$ cat config.mk
export PLATFORM = sky130hd
export DESIGN_NAME = radar_frame_header_parser
export DESIGN_NICKNAME = d
export VERILOG_FILES = /design/src/design/rfhp_pkg.sv /design/src/design/rfhp_in_reg.sv /design/src/design/rfhp_parse.sv /design/src/design/radar_frame_header_parser.sv
export SDC_FILE = /design/constraint.sdc
export NUM_CORES = 1
export LEC_CHECK = 0
export ABC_AREA = 1
export BUFFER_PORTS_ARGS = -buffer_cell sky130_fd_sc_hd__buf_2
export CAP_MARGIN = 10
export CORE_AREA = 2 2 154 156
export DETAILED_ROUTE_END_ITERATION = 8
export DIE_AREA = 0 0 156 158
export SYNTH_ARGS = -nofsm -noshare
export SYNTH_HDL_FRONTEND = slang
export SYNTH_HIERARCHICAL = 1
export SYNTH_SLANG_ARGS = --single-unit
$ cat constraint.sdc
create_clock -name clk -period 5.6 [get_ports clk]
set_input_delay 1.12 -clock clk [delete_from_list [all_inputs] [get_ports clk]]
set_output_delay 1.12 -clock clk [all_outputs]
set_load 0.005 [all_outputs]
$ cat src/design/rfhp_pkg.sv
// ----------------------------------------------------------------------------
// Radar frame header parser package
// Shared constants, word kinds and the byte struct used between stages.
// ----------------------------------------------------------------------------
package rfhp_pkg;

    localparam int PHASE_W = 5;

    // Phase codes: 0..7 check magic bytes, 8..17 assemble header fields.
    localparam logic [PHASE_W-1:0] PHASE_HUNT     = 5'd0;
    localparam logic [PHASE_W-1:0] PHASE_MAGIC_LAST = 5'd7;
    localparam logic [PHASE_W-1:0] FIELD_FIRST    = 5'd8;
    localparam logic [PHASE_W-1:0] FIELD_LENGTH   = 5'd9;
    localparam logic [PHASE_W-1:0] FIELD_PLATFORM = 5'd10;
    localparam logic [PHASE_W-1:0] FIELD_LAST     = 5'd17;
    localparam logic [PHASE_W-1:0] PHASE_PAYLOAD  = 5'd18;

    localparam logic [32:0] HEADER_BYTES = 33'd48;
    localparam logic [1:0]  BYTE_LAST    = 2'd3;

    typedef enum logic [3:0] {
        KIND_VERSION  = 4'd0,
        KIND_LENGTH   = 4'd1,
        KIND_FRAME    = 4'd2,
        KIND_CYCLES   = 4'd3,
        KIND_OBJECTS  = 4'd4,
        KIND_TLV_CNT  = 4'd5,
        KIND_SUBFRAME = 4'd6,
        KIND_TLV_TYPE = 4'd7,
        KIND_TLV_LEN  = 4'd8,
        KIND_PAYLOAD  = 4'd9,
        KIND_NONE     = 4'd15
    } rfhp_kind_t;

    typedef struct packed {
        logic       valid;
        logic [7:0] data;
    } rfhp_byte_t;

    function automatic logic [7:0] magic_byte(input logic [2:0] pos);
        logic [7:0] b;
        case (pos)
            3'd0:    b = 8'h02;
            3'd1:    b = 8'h01;
            3'd2:    b = 8'h04;
            3'd3:    b = 8'h03;
            3'd4:    b = 8'h06;
            3'd5:    b = 8'h05;
            3'd6:    b = 8'h08;
            3'd7:    b = 8'h07;
            default: b = 8'h00;
        endcase
        return b;
    endfunction

    function automatic rfhp_kind_t field_kind(input logic [PHASE_W-1:0] phase);
        rfhp_kind_t k;
        case (phase)
            5'd8:    k = KIND_VERSION;
            5'd9:    k = KIND_LENGTH;
            5'd11:   k = KIND_FRAME;
            5'd12:   k = KIND_CYCLES;
            5'd13:   k = KIND_OBJECTS;
            5'd14:   k = KIND_TLV_CNT;
            5'd15:   k = KIND_SUBFRAME;
            5'd16:   k = KIND_TLV_TYPE;
            5'd17:   k = KIND_TLV_LEN;
            default: k = KIND_NONE;
        endcase
        return k;
    endfunction

endpackage

$ cat src/design/rfhp_in_reg.sv
// ----------------------------------------------------------------------------
// Radar frame header parser input register
// Holds one received byte until the parser takes it.
// ----------------------------------------------------------------------------
module rfhp_in_reg (
    input  logic              clk,
    input  logic              rst_n,
    input  logic              in_valid,
    output logic              in_ready,
    input  logic [7:0]        rx_byte,
    input  logic              take,
    output rfhp_pkg::rfhp_byte_t held
);
    import rfhp_pkg::*;

    logic       valid_reg;
    logic       valid_next;
    logic [7:0] data_reg;

    assign in_ready   = !valid_reg || take;
    assign valid_next = (in_valid && in_ready) ? 1'b1 : (take ? 1'b0 : valid_reg);

    always_ff @(posedge clk or negedge rst_n)
    begin
        if (!rst_n)
        begin
            valid_reg <= 1'b0;
        end
        else
        begin
            valid_reg <= valid_next;
        end
    end

    always_ff @(posedge clk)
    begin
        if (in_valid && in_ready)
        begin
            data_reg <= rx_byte;
        end
    end

    assign held.valid = valid_reg;
    assign held.data  = data_reg;

endmodule

$ cat src/design/rfhp_parse.sv
// ----------------------------------------------------------------------------
// Radar frame header parser core
// Magic word hunt, header field assembly, payload count and result register.
// ----------------------------------------------------------------------------
module rfhp_parse (
    input  logic                 clk,
    input  logic                 rst_n,
    input  rfhp_pkg::rfhp_byte_t held,
    output logic                 take,
    output logic                 out_valid,
    input  logic                 out_ready,
    output logic [3:0]           item_kind,
    output logic [31:0]          item_value,
    output logic [15:0]          payload_index,
    output logic                 frame_end
);
    import rfhp_pkg::*;

    logic [PHASE_W-1:0] phase_reg, phase_next;
    logic [1:0]         byte_in_field_reg, byte_in_field_next;
    logic [31:0]        field_acc_reg, field_acc_next;
    logic [31:0]        packet_length_reg, packet_length_next;
    logic [31:0]        payload_count_reg, payload_count_next;
    logic               out_valid_reg, out_valid_next;
    logic [3:0]         kind_reg;
    logic [31:0]        value_reg;
    logic [15:0]        index_reg;
    logic               end_reg;

    logic               emit;
    logic [3:0]         emit_kind;
    logic [31:0]        emit_value;
    logic [15:0]        emit_index;
    logic               emit_end;
    logic [31:0]        field_full;
    logic [31:0]        payload_count_inc;
    logic               last;
    logic [7:0]         b;

    assign b    = held.data;
    assign take = held.valid && (!out_valid_reg || out_ready);

    // The byte just received lands in its lane; the lanes above are still zero.
    assign field_full = field_acc_reg | ({24'd0, b} << {byte_in_field_reg, 3'b000});
    assign payload_count_inc = (payload_count_reg != 32'hFFFF_FFFF)
                               ? payload_count_reg + 32'd1 : payload_count_reg;
    assign last = ({1'b0, payload_count_inc} + HEADER_BYTES) >= {1'b0, packet_length_reg};

    always_comb
    begin
        phase_next         = phase_reg;
        byte_in_field_next = byte_in_field_reg;
        field_acc_next     = field_acc_reg;
        packet_length_next = packet_length_reg;
        payload_count_next = payload_count_reg;
        emit       = 1'b0;
        emit_kind  = KIND_NONE;
        emit_value = field_full;
        emit_index = 16'd0;
        emit_end   = 1'b0;

        if (phase_reg <= PHASE_MAGIC_LAST)
        begin
            phase_next = (b == magic_byte(phase_reg[2:0])) ? phase_reg + 5'd1 : PHASE_HUNT;
        end
        else if (phase_reg <= FIELD_LAST)
        begin
            if (byte_in_field_reg != BYTE_LAST)
            begin
                byte_in_field_next = byte_in_field_reg + 2'd1;
                field_acc_next     = field_full;
            end
            else
            begin
                byte_in_field_next = 2'd0;
                field_acc_next     = 32'd0;
                if (phase_reg == FIELD_LENGTH)
                begin
                    packet_length_next = field_full;
                end
                emit      = (phase_reg != FIELD_PLATFORM);
                emit_kind = field_kind(phase_reg);
                if (phase_reg == FIELD_LAST)
                begin
                    payload_count_next = 32'd0;
                    phase_next         = PHASE_PAYLOAD;
                end
                else
                begin
                    phase_next = phase_reg + 5'd1;
                end
            end
        end
        else if (phase_reg == PHASE_PAYLOAD)
        begin
            payload_count_next = payload_count_inc;
            emit       = 1'b1;
            emit_kind  = KIND_PAYLOAD;
            emit_value = {24'd0, b};
            emit_index = (payload_count_reg[31:16] != 16'd0) ? 16'hFFFF
                                                             : payload_count_reg[15:0];
            emit_end   = last;
            if (last)
            begin
                phase_next         = PHASE_HUNT;
                byte_in_field_next = 2'd0;
                field_acc_next     = 32'd0;
                packet_length_next = 32'd0;
                payload_count_next = 32'd0;
            end
        end
        else
        begin
            phase_next         = PHASE_HUNT;
            byte_in_field_next = 2'd0;
            field_acc_next     = 32'd0;
            packet_length_next = 32'd0;
            payload_count_next = 32'd0;
        end
    end

    assign out_valid_next = take ? emit : (out_ready ? 1'b0 : out_valid_reg);

    always_ff @(posedge clk or negedge rst_n)
    begin
        if (!rst_n)
        begin
            phase_reg         <= PHASE_HUNT;
            byte_in_field_reg <= 2'd0;
            field_acc_reg     <= 32'd0;
            packet_length_reg <= 32'd0;
            payload_count_reg <= 32'd0;
            out_valid_reg     <= 1'b0;
        end
        else
        begin
            out_valid_reg <= out_valid_next;
            if (take)
            begin
                phase_reg         <= phase_next;
                byte_in_field_reg <= byte_in_field_next;
                field_acc_reg     <= field_acc_next;
                packet_length_reg <= packet_length_next;
                payload_count_reg <= payload_count_next;
            end
        end
    end

    always_ff @(posedge clk)
    begin
        if (take && emit)
        begin
            kind_reg  <= emit_kind;
            value_reg <= emit_value;
            index_reg <= emit_index;
            end_reg   <= emit_end;
        end
    end

    assign out_valid     = out_valid_reg;
    assign item_kind     = kind_reg;
    assign item_value    = value_reg;
    assign payload_index = index_reg;
    assign frame_end     = end_reg;

    a_end_only_payload: assert property (@(posedge clk) disable iff (!rst_n)
        out_valid_reg && end_reg |-> kind_reg == KIND_PAYLOAD)
        else $error("frame end flagged on a header word");

    a_header_no_index: assert property (@(posedge clk) disable iff (!rst_n)
        out_valid_reg && kind_reg != KIND_PAYLOAD |-> index_reg == 16'd0)
        else $error("header word carries a payload index");

    a_end_rehunt: assert property (@(posedge clk) disable iff (!rst_n)
        take && phase_reg == PHASE_PAYLOAD && last |=> phase_reg == PHASE_HUNT
            && payload_count_reg == 32'd0 && packet_length_reg == 32'd0)
        else $error("parser did not return to hunting after frame end");

    a_magic_clean: assert property (@(posedge clk) disable iff (!rst_n)
        phase_reg <= PHASE_MAGIC_LAST |-> byte_in_field_reg == 2'd0 && field_acc_reg == 32'd0)
        else $error("field assembly state left over while hunting");

endmodule

$ cat src/design/radar_frame_header_parser.sv
// ----------------------------------------------------------------------------
// Radar frame header parser
// Finds the magic word on a byte stream, emits header fields and payload bytes.
// ----------------------------------------------------------------------------
//  Channel   Handshake            Words
//  input     in_valid / in_ready  rx_byte, one received byte
//  output    out_valid/ out_ready item_kind, item_value, payload_index, frame_end
//
// One byte is accepted every cycle while the output side keeps up.
// A byte passes an input register, then the parser logic into the result register.
// A held result stalls the parser, which in turn holds the input register.
// Reset returns the parser to hunting for the first magic byte.
// ----------------------------------------------------------------------------
module radar_frame_header_parser (
    input  logic        clk,
    input  logic        rst_n,
    input  logic        in_valid,
    output logic        in_ready,
    input  logic [7:0]  rx_byte,
    output logic        out_valid,
    input  logic        out_ready,
    output logic [3:0]  item_kind,
    output logic [31:0] item_value,
    output logic [15:0] payload_index,
    output logic        frame_end
);
    import rfhp_pkg::*;

    rfhp_byte_t held;
    logic       take;

    rfhp_in_reg u_in_reg (
        .clk      (clk),
        .rst_n    (rst_n),
        .in_valid (in_valid),
        .in_ready (in_ready),
        .rx_byte  (rx_byte),
        .take     (take),
        .held     (held)
    );

    rfhp_parse u_parse (
        .clk           (clk),
        .rst_n         (rst_n),
        .held          (held),
        .take          (take),
        .out_valid     (out_valid),
        .out_ready     (out_ready),
        .item_kind     (item_kind),
        .item_value    (item_value),
        .payload_index (payload_index),
        .frame_end     (frame_end)
    );

endmodule

==> qor.json, run 1 <==
{
  "grt_setup_unrepaired": "false",
  "layout_commonest_cell": "sky130_fd_sc_hd__nand2_1",
  "insertion_delay_ns": 0.44,
  "power.density_nw_per_um2": 221,
  "synth.distinct_cells": 39,
  "timing.final.setup_violations": 0,
  "timing.critical_path.buf_inv": 2,
  "final_max_slew_viol_count": 0,
  "antenna_violating_nets_post_route": 0,
  "synth_area_um2": 10100,
  "max_clock_freq_mhz": 198,
  "syn2layout_area_growth_pct": 11.6,
  "synthFlopType": "sky130_fd_sc_hd__dfrtp_1",
  "syn_avg_cell_area_um2": 7.46,
  "timing.final.crit_share_pct": 90.3,
  "crit_path_max_incr_delay_ns": 0.48,
  "crit_family": "simple AND/OR/NAND/NOR gates",
  "hold_path_depth": 2,
  "core_area_um2": 23100,
  "hold_buffers": 0,
  "grt_pass1_vias": 8400,
  "post-cts-setup-buffer-count": 0,
  "wirelength_mm": 26.6,
  "gp_congestion": 0.896,
  "fin_cells": 1710,
  "tritoncts": "done",
  "dr.pass1.iters": 5,
  "clock-root-buffer": "sky130_fd_sc_hd__clkbuf_16",
  "synthesis.nets": 1412,
  "grt_max_degree": 67,
  "fin_skew_ns": 0.0139,
  "n_antenna_cell": 0,
  "ys_seq_area_share_pct": 43.9,
  "critPathMaxFanout": 19,
  "port_buffers": 66,
  "ys_top_cells_by_area": "sky130_fd_sc_hd__dfrtp_1, sky130_fd_sc_hd__edfxtp_1, sky130_fd_sc_hd__nand2_1",
  "timing.final.crit_period_ns": 5.05,
  "tightest_slew_ns": 0.882,
  "timing.setup.tns_ns": 0,
  "relSlewSlack_pct": 41.2,
  "detail_route.wl_per_cell_um": 15.5,
  "synth-edff-count": 61,
  "design_power_total_mw": 2.51,
  "post-synth-top-area-fraction_pct": 25.9,
  "ctsHtreeMaxLevel": 4,
  "hold_ws_ns": 0.469,
  "yosysTopAreaCell": "sky130_fd_sc_hd__dfrtp_1",
  "chipHeight_um": 158,
  "place.detailed.hpwl_mm": 19.4,
  "layout_common_cells": "sky130_fd_sc_hd__nand2_1, sky130_fd_sc_hd__inv_1, sky130_fd_sc_hd__nor2_1",
  "post_cts_resized": 0,
  "required_ns": 5.95,
  "numCtsBuffers": 17,
  "grt_first_pass_wirelength_mm": 43.9,
  "cts_max_path_buffers": 2,
  "routed-via-count": 8709,
  "synth_async_sr_flop_share_pct": 63.3,
  "synth.yosys.warnings": 6,
  "boundaryPins": 67,
  "crit_top_cell": "sky130_fd_sc_hd__nand2_1",
  "sort_of_element_at_the_start_of_the_critical_path": "flop",
  "result_of_the_run": "complete, no violations",
  "worst-path-stages": 30,
  "leakagePower_nw": 5.55,
  "fp.dieArea_um2": 24600,
  "critical_path_arrival_ns": 5.41,
  "numClockSinks": 166,
  "timing.critical_path.to_type": "flop",
  "critical_path_class": "reg2reg",
  "clk_pin_slew_ns": 0.07,
  "number_of_cell_instances_on_the_worst_register_to_register_path": 30,
  "finish.net_count": 1459,
  "antenna_found_initial": 0,
  "synth_seq_cells": 166,
  "fin_area_um2": 11300,
  "synthCells": 1360,
  "leftover_overflow_at_the_end_of_global_routing": 0,
  "initial_core_util_pct": 44.0,
  "rows": 56,
  "drc_marker_count_from_the_first_detailed_route_iteration": 609,
  "numPlacedInstances": 1678,
  "power.ir.vdd_worst_v": 0.000189,
  "placed_cell_area_um2": 10700,
  "finalHoldViolCount": 0,
  "floorplan.die.width_um": 156,
  "cp_slowest_cell": "sky130_fd_sc_hd__dfrtp_1",
  "holdCritPathClass": "reg2reg",
  "grtUsageTotal_pct": 22.7,
  "post_dr_vias_cell": 5.09,
  "drcViolationCount": 0,
  "timing.max_cap.violations": 0,
  "post_route_cells_drive_above_1_share_pct": 10.5
}
[kinds of logic after synthesis]
group,after synthesis,synth area share (%)
AOI/OAI and AO/OA,162,8.95
xor gates and xnor gates,39,3.37
adders and majority gates,40,4.93
buffers and inverters,244,9.63
DFF,166,43.9
muxes,1,0.111
and+or+nand+nor,708,29.1
[metrics by stage]
stage,util [%],setup WS (ns)
2_1_floorplan,-,0.996
3_3_place_gp,46.6,0.731
3_5_place_dp,46.6,0.568
4_1_cts,49.1,0.543
5_1_grt,49.1,0.0266
6_report,49.1,0.546
[cell type report]
class	instances	area (µm²)
clock buffers	17	425
clock inverters	15	156
multi-input cells	950	4740
fillers	2295	11700
repair buffers	81	470
flip-flops and latches	166	4460
well taps	290	363
inverters	191	717
[path summary, 6_finish.rpt]
path	startpoint	end	slack, ns
min	u_parse/packet_length_reg[6]	u_parse/packet_length_reg[6]	0.47
min in group asynchronous	rst_n	u_parse/payload_count_reg[9]	0.80
min reg2reg	u_parse/packet_length_reg[6]	u_parse/packet_length_reg[6]	0.47
max	u_parse/payload_count_reg[0]	u_parse/field_acc_reg[22]	0.55
max reg2reg	u_parse/payload_count_reg[0]	u_parse/field_acc_reg[22]	0.55
max in group asynchronous	rst_n	u_parse/field_acc_reg[16]	3.72
[tightest hold or removal path, stage by stage, from the launching register on]
cell                      delay (ns)
sky130_fd_sc_hd__dfrtp_1        0.34
sky130_fd_sc_hd__nand2_1        0.05
sky130_fd_sc_hd__nand2_1        0.05
[layer usage]
metal / track usage [%] / vias up / part of all wire, % / wire, µm
met3: 3.39 / 47 / 4.2 / 1120
met4: 8.87 / 0 / 3.0 / 786
met1: 30.4 / 3976 / 47 / 12400
met2: 37.4 / 237 / 46 / 12300
met5: 0 / - / 0 / 0
li1: - / 4449 / - / -
[report_power, final]
group          switching, mW  internal, mW  leakage (nW)
sequential           0.00822          1.26          1.99
clock                  0.559         0.635         0.291
combinational         0.0365        0.0105          3.27
total                  0.604          1.90          5.55
[cell usage after synthesis (7+ instances only)]
| library cell | instances |
|---|---|
| sky130_fd_sc_hd__a21oi_1 | 17 |
| sky130_fd_sc_hd__a31oi_1 | 11 |
| sky130_fd_sc_hd__buf_2 | 16 |
| sky130_fd_sc_hd__clkbuf_1 | 31 |
| sky130_fd_sc_hd__dfrtp_1 | 105 |
| sky130_fd_sc_hd__edfxtp_1 | 61 |
| sky130_fd_sc_hd__ha_1 | 40 |
| sky130_fd_sc_hd__inv_1 | 186 |
| sky130_fd_sc_hd__nand2_1 | 461 |
| sky130_fd_sc_hd__nand3_1 | 37 |
| sky130_fd_sc_hd__nand4_1 | 45 |
| sky130_fd_sc_hd__nor2_1 | 121 |
| sky130_fd_sc_hd__nor3_1 | 10 |
| sky130_fd_sc_hd__nor4_1 | 7 |
| sky130_fd_sc_hd__o21ai_0 | 63 |
| sky130_fd_sc_hd__o21ai_1 | 31 |
| sky130_fd_sc_hd__o21bai_1 | 10 |
| sky130_fd_sc_hd__o22ai_1 | 18 |
| sky130_fd_sc_hd__or2_2 | 9 |
| sky130_fd_sc_hd__xnor2_1 | 19 |
| sky130_fd_sc_hd__xor2_1 | 20 |
Power figures use the tool's default switching activity.
==> run 2, diff against run 1 <==
- CTS_BUF_LIST: unset -> sky130_fd_sc_hd__clkbuf_2 sky130_fd_sc_hd__clkbuf_4 sky130_fd_sc_hd__clkbuf_8
- SKIP_LAST_GASP: unset -> 1
==> qor.json, run 2 (synthesis results as in run 1) <==
{
  "result_of_the_run": "complete, no violations",
  "grtUsageTotal": {"value": 22.5, "unit": "%", "change": "-0.26 points"},
  "timing.setup.tns": {"value": 0, "unit": "ns", "change": "unchanged"},
  "timing.critical_path.to_type": "flop",
  "chipHeight": {"value": 158, "unit": "µm", "change": "unchanged"},
  "critical_path_arrival": {"value": 5.47, "unit": "ns", "change": "+0.06 ns"},
  "timing.final.setup_violations": {"value": 0, "change": "unchanged"},
  "syn2layout_area_growth_pct": 9.79,
  "setup.reg_to_reg.worst_slack": {"value": 0.53, "unit": "ns", "change": "-0.02 ns"},
  "port_buffers": {"value": 66, "change": "unchanged"},
  "antenna_violating_nets_post_route": {"value": 0, "change": "unchanged"},
  "max_clock_freq": {"value": 197, "unit": "MHz", "change": "-0.39%"},
  "floorplan.die.width": {"value": 156, "unit": "µm", "change": "unchanged"},
  "timing.max_cap.violations": {"value": 0, "change": "unchanged"},
  "hold_ws": {"value": 0.475, "unit": "ns", "change": "+0.00516 ns"},
  "place.detailed.hpwl": {"value": 19.4, "unit": "mm", "change": "unchanged"},
  "finish.net_count": {"value": 1459, "change": "unchanged"},
  "numCtsBuffers": {"value": 17, "change": "unchanged"},
  "insertion_delay": {"value": 0.46, "unit": "ns", "change": "+0.02 ns"},
  "fp.dieArea": {"value": 24600, "unit": "µm²", "change": "unchanged"},
  "final_max_slew_viol_count": {"value": 0, "change": "unchanged"},
  "leftover_overflow_at_the_end_of_global_routing": {"value": 0, "change": "unchanged"},
  "post-cts-setup-buffer-count": {"value": 0, "change": "unchanged"},
  "leakagePower": {"value": 5.46, "unit": "nW", "change": "-1.5%"},
  "antenna_found_initial": {"value": 0, "change": "unchanged"},
  "placed_cell_area": {"value": 10700, "unit": "µm²", "change": "unchanged"},
  "grt_setup_unrepaired": "false",
  "timing.final.crit_period": {"value": 5.07, "unit": "ns", "change": "+0.0198 ns"},
  "grt_first_pass_wirelength": {"value": 43.7, "unit": "mm", "change": "-0.53%"},
  "post_dr_vias_cell": {"value": 5.07, "change": "-0.37%"},
  "cp_slowest_cell": "sky130_fd_sc_hd__dfrtp_1",
  "power.ir.vdd_worst": {"value": 0.000121, "unit": "V", "change": "-36%"},
  "fin_area": {"value": 11100, "unit": "µm²", "change": "-1.7%"},
  "drc_marker_count_from_the_first_detailed_route_iteration": {"value": 506, "change": "-17%"},
  "tightest_slew": {"value": 0.887, "unit": "ns", "change": "+0.00511 ns"},
  "routed-via-count": {"value": 8677, "change": "-0.37%"},
  "ctsHtreeMaxLevel": {"value": 4, "change": "unchanged"},
  "layout_common_cells": "sky130_fd_sc_hd__nand2_1, sky130_fd_sc_hd__inv_1, sky130_fd_sc_hd__nor2_1",
  "gp_congestion": {"value": 0.896, "change": "unchanged"},
  "tritoncts": "done",
  "power.density": {"value": 198, "unit": "nW/µm²", "change": "-11%"},
  "holdCritPathClass": "reg2reg",
  "fin_cells": {"value": 1710, "change": "unchanged"},
  "rows": {"value": 56, "change": "unchanged"},
  "crit_path_max_incr_delay": {"value": 0.47, "unit": "ns", "change": "about the same"},
  "clock-root-buffer": "sky130_fd_sc_hd__clkbuf_8",
  "drcViolationCount": {"value": 0, "change": "unchanged"},
  "critical_path_class": "reg2reg",
  "dr.pass1.iters": {"value": 6, "change": "+1"},
  "relSlewSlack": {"value": 40.9, "unit": "%", "change": "-0.34 points"},
  "post_route_cells_drive_above_1_share": {"value": 10.5, "unit": "%", "change": "unchanged"},
  "boundaryPins": {"value": 67, "change": "unchanged"},
  "crit_top_cell": "sky130_fd_sc_hd__nand2_1",
  "sort_of_element_at_the_start_of_the_critical_path": "flop",
  "fin_skew": {"value": 0.0179, "unit": "ns", "change": "+0.00395 ns"},
  "cts_max_path_buffers": {"value": 2, "change": "unchanged"},
  "numClockSinks": {"value": 166, "change": "unchanged"},
  "layout_commonest_cell": "sky130_fd_sc_hd__nand2_1",
  "detail_route.wl_per_cell": {"value": 15.5, "unit": "µm", "change": "-0.55%"},
  "numPlacedInstances": {"value": 1678, "change": "unchanged"},
  "post_cts_resized": {"value": 0, "change": "unchanged"},
  "grt_max_degree": {"value": 67, "change": "unchanged"},
  "critPathMaxFanout": {"value": 19, "change": "unchanged"},
  "n_antenna_cell": {"value": 0, "change": "unchanged"},
  "core_area": {"value": 23100, "unit": "µm²", "change": "unchanged"},
  "grt_pass1_vias": {"value": 8330, "change": "-0.83%"},
  "initial_core_util": {"value": 44.0, "unit": "%", "change": "unchanged"},
  "hold_buffers": {"value": 0, "change": "unchanged"},
  "finalHoldViolCount": {"value": 0, "change": "unchanged"},
  "wirelength": {"value": 26.4, "unit": "mm", "change": "-0.55%"},
  "required": {"value": 5.99, "unit": "ns", "change": "+0.04 ns"},
  "timing.final.crit_share": {"value": 90.6, "unit": "%", "change": "+0.35 points"},
  "clk_pin_slew": {"value": 0.10, "unit": "ns", "change": "+0.03 ns"},
  "design_power_total": {"value": 2.20, "unit": "mW", "change": "-12%"}
}
==> run 2: cell counts in the layout (fill, tap and decap cells not counted) <==
Identical to the previous run, type by type.
==> run 2: per-stage QoR <==
stage / setup slack, ns / util (%)
floorplan: 0.996 / -
global placement: 0.731 / 46.6
detailed placement: 0.568 / 46.6
CTS: 0.531 / 48.3
global route: 0.0260 / 48.3
finish: 0.526 / 48.3
==> run 2: path summary, 6_finish.rpt <==
path / startpoint / end / cells after the start
min: u_parse/packet_length_reg[6] / u_parse/packet_length_reg[6] / 2
max: u_parse/payload_count_reg[0] / u_parse/field_acc_reg[23] / 30
min reg2reg: u_parse/packet_length_reg[6] / u_parse/packet_length_reg[6] / 2
max in group asynchronous: rst_n / u_parse/field_acc_reg[16] / 2
max reg2reg: u_parse/payload_count_reg[0] / u_parse/field_acc_reg[23] / 30
min in group asynchronous: rst_n / u_parse/payload_count_reg[6] / 1
==> run 2: cell type report <==
class | count | area (µm²)
Clock buffer | 17 | 234
Timing Repair Buffer | 81 | 474
Sequential cell | 166 | 4460
Tap cell | 290 | 363
Inverter | 191 | 717
Multi-Input combinational cell | 950 | 4740
Clock inverter | 15 | 156
Fill cell | 2325 | 11900
==> run 2: layer usage <==
metal | wire, µm | up-vias | GRT usage, %
met5 | 0 | - | 0
met4 | 767 | 0 | 8.17
met3 | 1000 | 46 | 2.96
met2 | 12200 | 230 | 36.9
met1 | 12400 | 3962 | 30.6
li1 | - | 4439 | -
==> run 2: where the power goes <==
part	switching (mW)	internal, mW	total [mW]
Combinational	0.0366	0.0105	0.0471
Sequential	0.00820	1.26	1.27
Clock	0.516	0.374	0.890
==> run 2: worst max-delay path: cells and delay by family (launching register included) <==
family / cells / cell delay (ns)
DFF: 1 / 0.47
xor gates and xnor gates: 1 / 0.22
AOI/OAI and AO/OA: 4 / 0.53
and+or+nand+nor: 20 / 2.54
buffers and inverters: 2 / 0.35
adders and majority gates: 3 / 0.90
==> run 3, diff against run 2 <==
- BUFFER_PORTS_ARGS: -buffer_cell sky130_fd_sc_hd__buf_2 -> -buffer_cell sky130_fd_sc_hd__buf_4
==> qor.json, run 3 (synthesis results as in run 1) <==
{
  "fin_skew": {"value": 0.0268, "unit": "ns", "change": "+0.00894 ns"},
  "drcViolationCount": {"value": 0, "change": "unchanged"},
  "finalHoldViolCount": {"value": 0, "change": "unchanged"},
  "number_of_cell_instances_on_the_worst_register_to_register_path": {"value": 28, "change": "-6.7%"},
  "crit_top_cell": "sky130_fd_sc_hd__nand2_1",
  "worst_reg2reg_endpoint": "u_parse/packet_length_reg[13]",
  "antenna_found_initial": {"value": 0, "change": "unchanged"},
  "grt_first_pass_wirelength": {"value": 42.9, "unit": "mm", "change": "-1.8%"},
  "syn2layout_area_growth_pct": 11.6,
  "power.density": {"value": 193, "unit": "nW/µm²", "change": "-2.5%"},
  "cts_max_path_buffers": {"value": 2, "change": "unchanged"},
  "max_clock_freq": {"value": 196, "unit": "MHz", "change": "-0.42%"},
  "gp_congestion": {"value": 0.901, "change": "+0.58%"},
  "sequential_cell_area": {"value": 4460, "unit": "µm²", "change": "unchanged"},
  "hold_ws": {"value": 0.481, "unit": "ns", "change": "+0.00628 ns"},
  "leakagePower": {"value": 5.50, "unit": "nW", "change": "+0.60%"},
  "multi_input_area": {"value": 4750, "unit": "µm²", "change": "+0.21%"},
  "power_frac_comb": {"value": 2.3, "unit": "%", "change": "+0.2 points"},
  "antenna_violating_nets_post_route": {"value": 0, "change": "unchanged"},
  "layout_common_cells": "sky130_fd_sc_hd__nand2_1, sky130_fd_sc_hd__inv_1, sky130_fd_sc_hd__nor2_1",
  "place.detailed.hpwl": {"value": 18.8, "unit": "mm", "change": "-2.9%"},
  "grt_setup_unrepaired": "false",
  "n_antenna_cell": {"value": 0, "change": "unchanged"},
  "tightest_slew": {"value": 0.958, "unit": "ns", "change": "+0.0715 ns"},
  "relative_contribution_of_the_clock_network_to_total_power": {"value": 39.8, "unit": "%", "change": "-0.6 points"},
  "insertion_delay": {"value": 0.48, "unit": "ns", "change": "+0.02 ns"},
  "grt_max_degree": {"value": 70, "change": "+4.5%"},
  "fp.dieArea": {"value": 24600, "unit": "µm²", "change": "unchanged"},
  "required": {"value": 6.01, "unit": "ns", "change": "+0.02 ns"},
  "p_int": {"value": 1.62, "unit": "mW", "change": "-1.6%"},
  "holdCritPathClass": "reg2reg",
  "hold_buffers": {"value": 0, "change": "unchanged"},
  "post-cts-setup-buffer-count": {"value": 0, "change": "unchanged"},
  "critPathMaxFanout": {"value": 51, "change": "+32"},
  "drc_marker_count_from_the_first_detailed_route_iteration": {"value": 560, "change": "+11%"},
  "grtUsageTotal": {"value": 22.2, "unit": "%", "change": "-0.32 points"},
  "hold_path.startpoint": "u_parse/packet_length_reg[16]",
  "final_max_slew_viol_count": {"value": 0, "change": "unchanged"},
  "core_area": {"value": 23100, "unit": "µm²", "change": "unchanged"},
  "cp_slowest_cell": "sky130_fd_sc_hd__dfrtp_1",
  "finish.net_count": {"value": 1457, "change": "-0.14%"},
  "numClockSinks": {"value": 166, "change": "unchanged"},
  "power.ir.vdd_worst": {"value": 0.000132, "unit": "V", "change": "+8.9%"},
  "timing.final.setup_violations": {"value": 0, "change": "unchanged"},
  "initial_core_util": {"value": 44.0, "unit": "%", "change": "unchanged"},
  "clk_pin_slew": {"value": 0.09, "unit": "ns", "change": "about the same"},
  "detail_route.wl_per_cell": {"value": 15.1, "unit": "µm", "change": "-2.1%"},
  "hold_path_depth": {"value": 2, "change": "unchanged"},
  "leftover_overflow_at_the_end_of_global_routing": {"value": 0, "change": "unchanged"},
  "timing.final.crit_period": {"value": 5.10, "unit": "ns", "change": "+0.0213 ns"},
  "relSlewSlack": {"value": 36.1, "unit": "%", "change": "-4.8 points"},
  "numCtsBuffers": {"value": 17, "change": "unchanged"},
  "tritoncts": "done",
  "min_to": "u_parse/packet_length_reg[16]",
  "timing.critical_path.to_type": "flop",
  "crit_path_max_incr_delay": {"value": 0.48, "unit": "ns", "change": "about the same"},
  "power.net_switching": {"value": 0.568, "unit": "mW", "change": "+1.3%"},
  "dr.pass1.iters": {"value": 5, "change": "-1"},
  "seqPwrFrac": {"value": 58.0, "unit": "%", "change": "+0.5 points"},
  "clock-root-buffer": "sky130_fd_sc_hd__clkbuf_8",
  "boundaryPins": {"value": 67, "change": "unchanged"},
  "port_buffers": {"value": 66, "change": "unchanged"},
  "timing.final.crit_share": {"value": 91.0, "unit": "%", "change": "+0.38 points"},
  "result_of_the_run": "complete, no violations",
  "ctsHtreeMaxLevel": {"value": 4, "change": "unchanged"},
  "floorplan.die.width": {"value": 156, "unit": "µm", "change": "unchanged"},
  "num-fill-cells": {"value": 2287, "change": "-1.6%"},
  "post_dr_vias_cell": {"value": 5.13, "change": "+1.1%"},
  "final_core_utilization": {"value": 49.1, "unit": "%", "change": "+0.81 points"},
  "layout_commonest_cell": "sky130_fd_sc_hd__nand2_1",
  "setup.reg_to_reg.worst_slack": {"value": 0.50, "unit": "ns", "change": "-0.02 ns"},
  "chipHeight": {"value": 158, "unit": "µm", "change": "unchanged"},
  "wirelength": {"value": 25.9, "unit": "mm", "change": "-2.2%"},
  "post_cts_resized": {"value": 0, "change": "unchanged"},
  "critical_path_arrival": {"value": 5.51, "unit": "ns", "change": "+0.04 ns"},
  "timing.max_cap.violations": {"value": 0, "change": "unchanged"},
  "timing.setup.tns": {"value": 0, "unit": "ns", "change": "unchanged"},
  "worstReg2RegStart": "u_parse/payload_count_reg[0]",
  "critical_path_class": "reg2reg",
  "post_route_cells_drive_above_1_share": {"value": 10.6, "unit": "%", "change": "+0.085 points"},
  "sort_of_element_at_the_start_of_the_critical_path": "flop",
  "power.share.switching": {"value": 26.0, "unit": "%", "change": "+0.54 points"},
  "rows": {"value": 56, "change": "unchanged"},
  "routed-via-count": {"value": 8764, "change": "+1.0%"},
  "grt_pass1_vias": {"value": 8255, "change": "-0.90%"}
}
run 3: changes by cell type in the layout (fill, tap and decap cells not counted), moves of 2 or more:
cell,delta
sky130_fd_sc_hd__clkinv_8,+4
sky130_fd_sc_hd__clkinv_4,+2
sky130_fd_sc_hd__buf_2,-65
sky130_fd_sc_hd__buf_4,+62
sky130_fd_sc_hd__clkbuf_8,+2
sky130_fd_sc_hd__inv_8,-2
sky130_fd_sc_hd__inv_6,-4
sky130_fd_sc_hd__clkinvlp_4,+2
run 3: per-layer routing:
| metal | global-route usage, % | vias to the layer above | wire, µm |
|---|---|---|---|
| met5 | 0 | - | 0 |
| met2 | 37.1 | 202 | 12200 |
| met4 | 7.43 | 0 | 641 |
| met3 | 3.31 | 37 | 937 |
| met1 | 29.6 | 4079 | 12000 |
| li1 | - | 4446 | - |
run 3: stage by stage:
stage / instances / area, µm² / setup slack [ns] / total power, mW
after floorplan: 1360 / 10100 / 0.996 / 1.31
after global placement: 1676 / 10900 / 0.490 / 1.34
after detailed placement: 1676 / 10900 / 0.410 / 1.34
after CTS: 1708 / 11300 / 0.366 / 2.22
after global routing: 1708 / 11300 / 0.0415 / 2.27
final: 1708 / 11300 / 0.505 / 2.19
run 3: critical path, delay by kind of cell (launching register included):
family,cells,cell delay (ns)
buffers and inverters,4,0.82
adders and majority gates,2,0.61
DFF,1,0.48
xor gates and xnor gates,1,0.18
and+or+nand+nor,21,2.92
run 3: worst max-delay path by stage:
stage	depth (start not counted)	start	slack, ns	end
finish	28	u_parse/payload_count_reg[0]	0.50	u_parse/packet_length_reg[13]
global route	30	u_parse/payload_count_reg[0]	0.04	u_parse/field_acc_reg[25]
CTS	29	u_parse/payload_count_reg[0]	0.37	u_parse/packet_length_reg[13]
detailed placement	29	u_parse/payload_count_reg[0]	0.41	u_parse/packet_length_reg[13]
global placement	28	u_parse/payload_count_reg[0]	0.49	u_parse/packet_length_reg[27]
floorplan	10	u_parse/phase_reg[1]	1.0	u_parse/frame_end
run 3: power by group through the flow:
stage / Clock (mW) / Sequential (mW) / Combinational (mW)
final: 0.869 / 1.27 / 0.0493
after global placement: 0 / 1.29 / 0.0502
after global routing: 0.944 / 1.27 / 0.0561
after CTS: 0.899 / 1.27 / 0.0505
after floorplan: 0 / 1.29 / 0.0189
after detailed placement: 0 / 1.29 / 0.0502
run 3: cell type report:
type                    count  area share, %
clock buffers              18           2.19
inverters                 191           6.33
multi-input cells         950           41.9
flip-flops and latches    166           39.4
clock inverters            14           1.39
repair buffers             79           5.62
well taps                 290           3.20
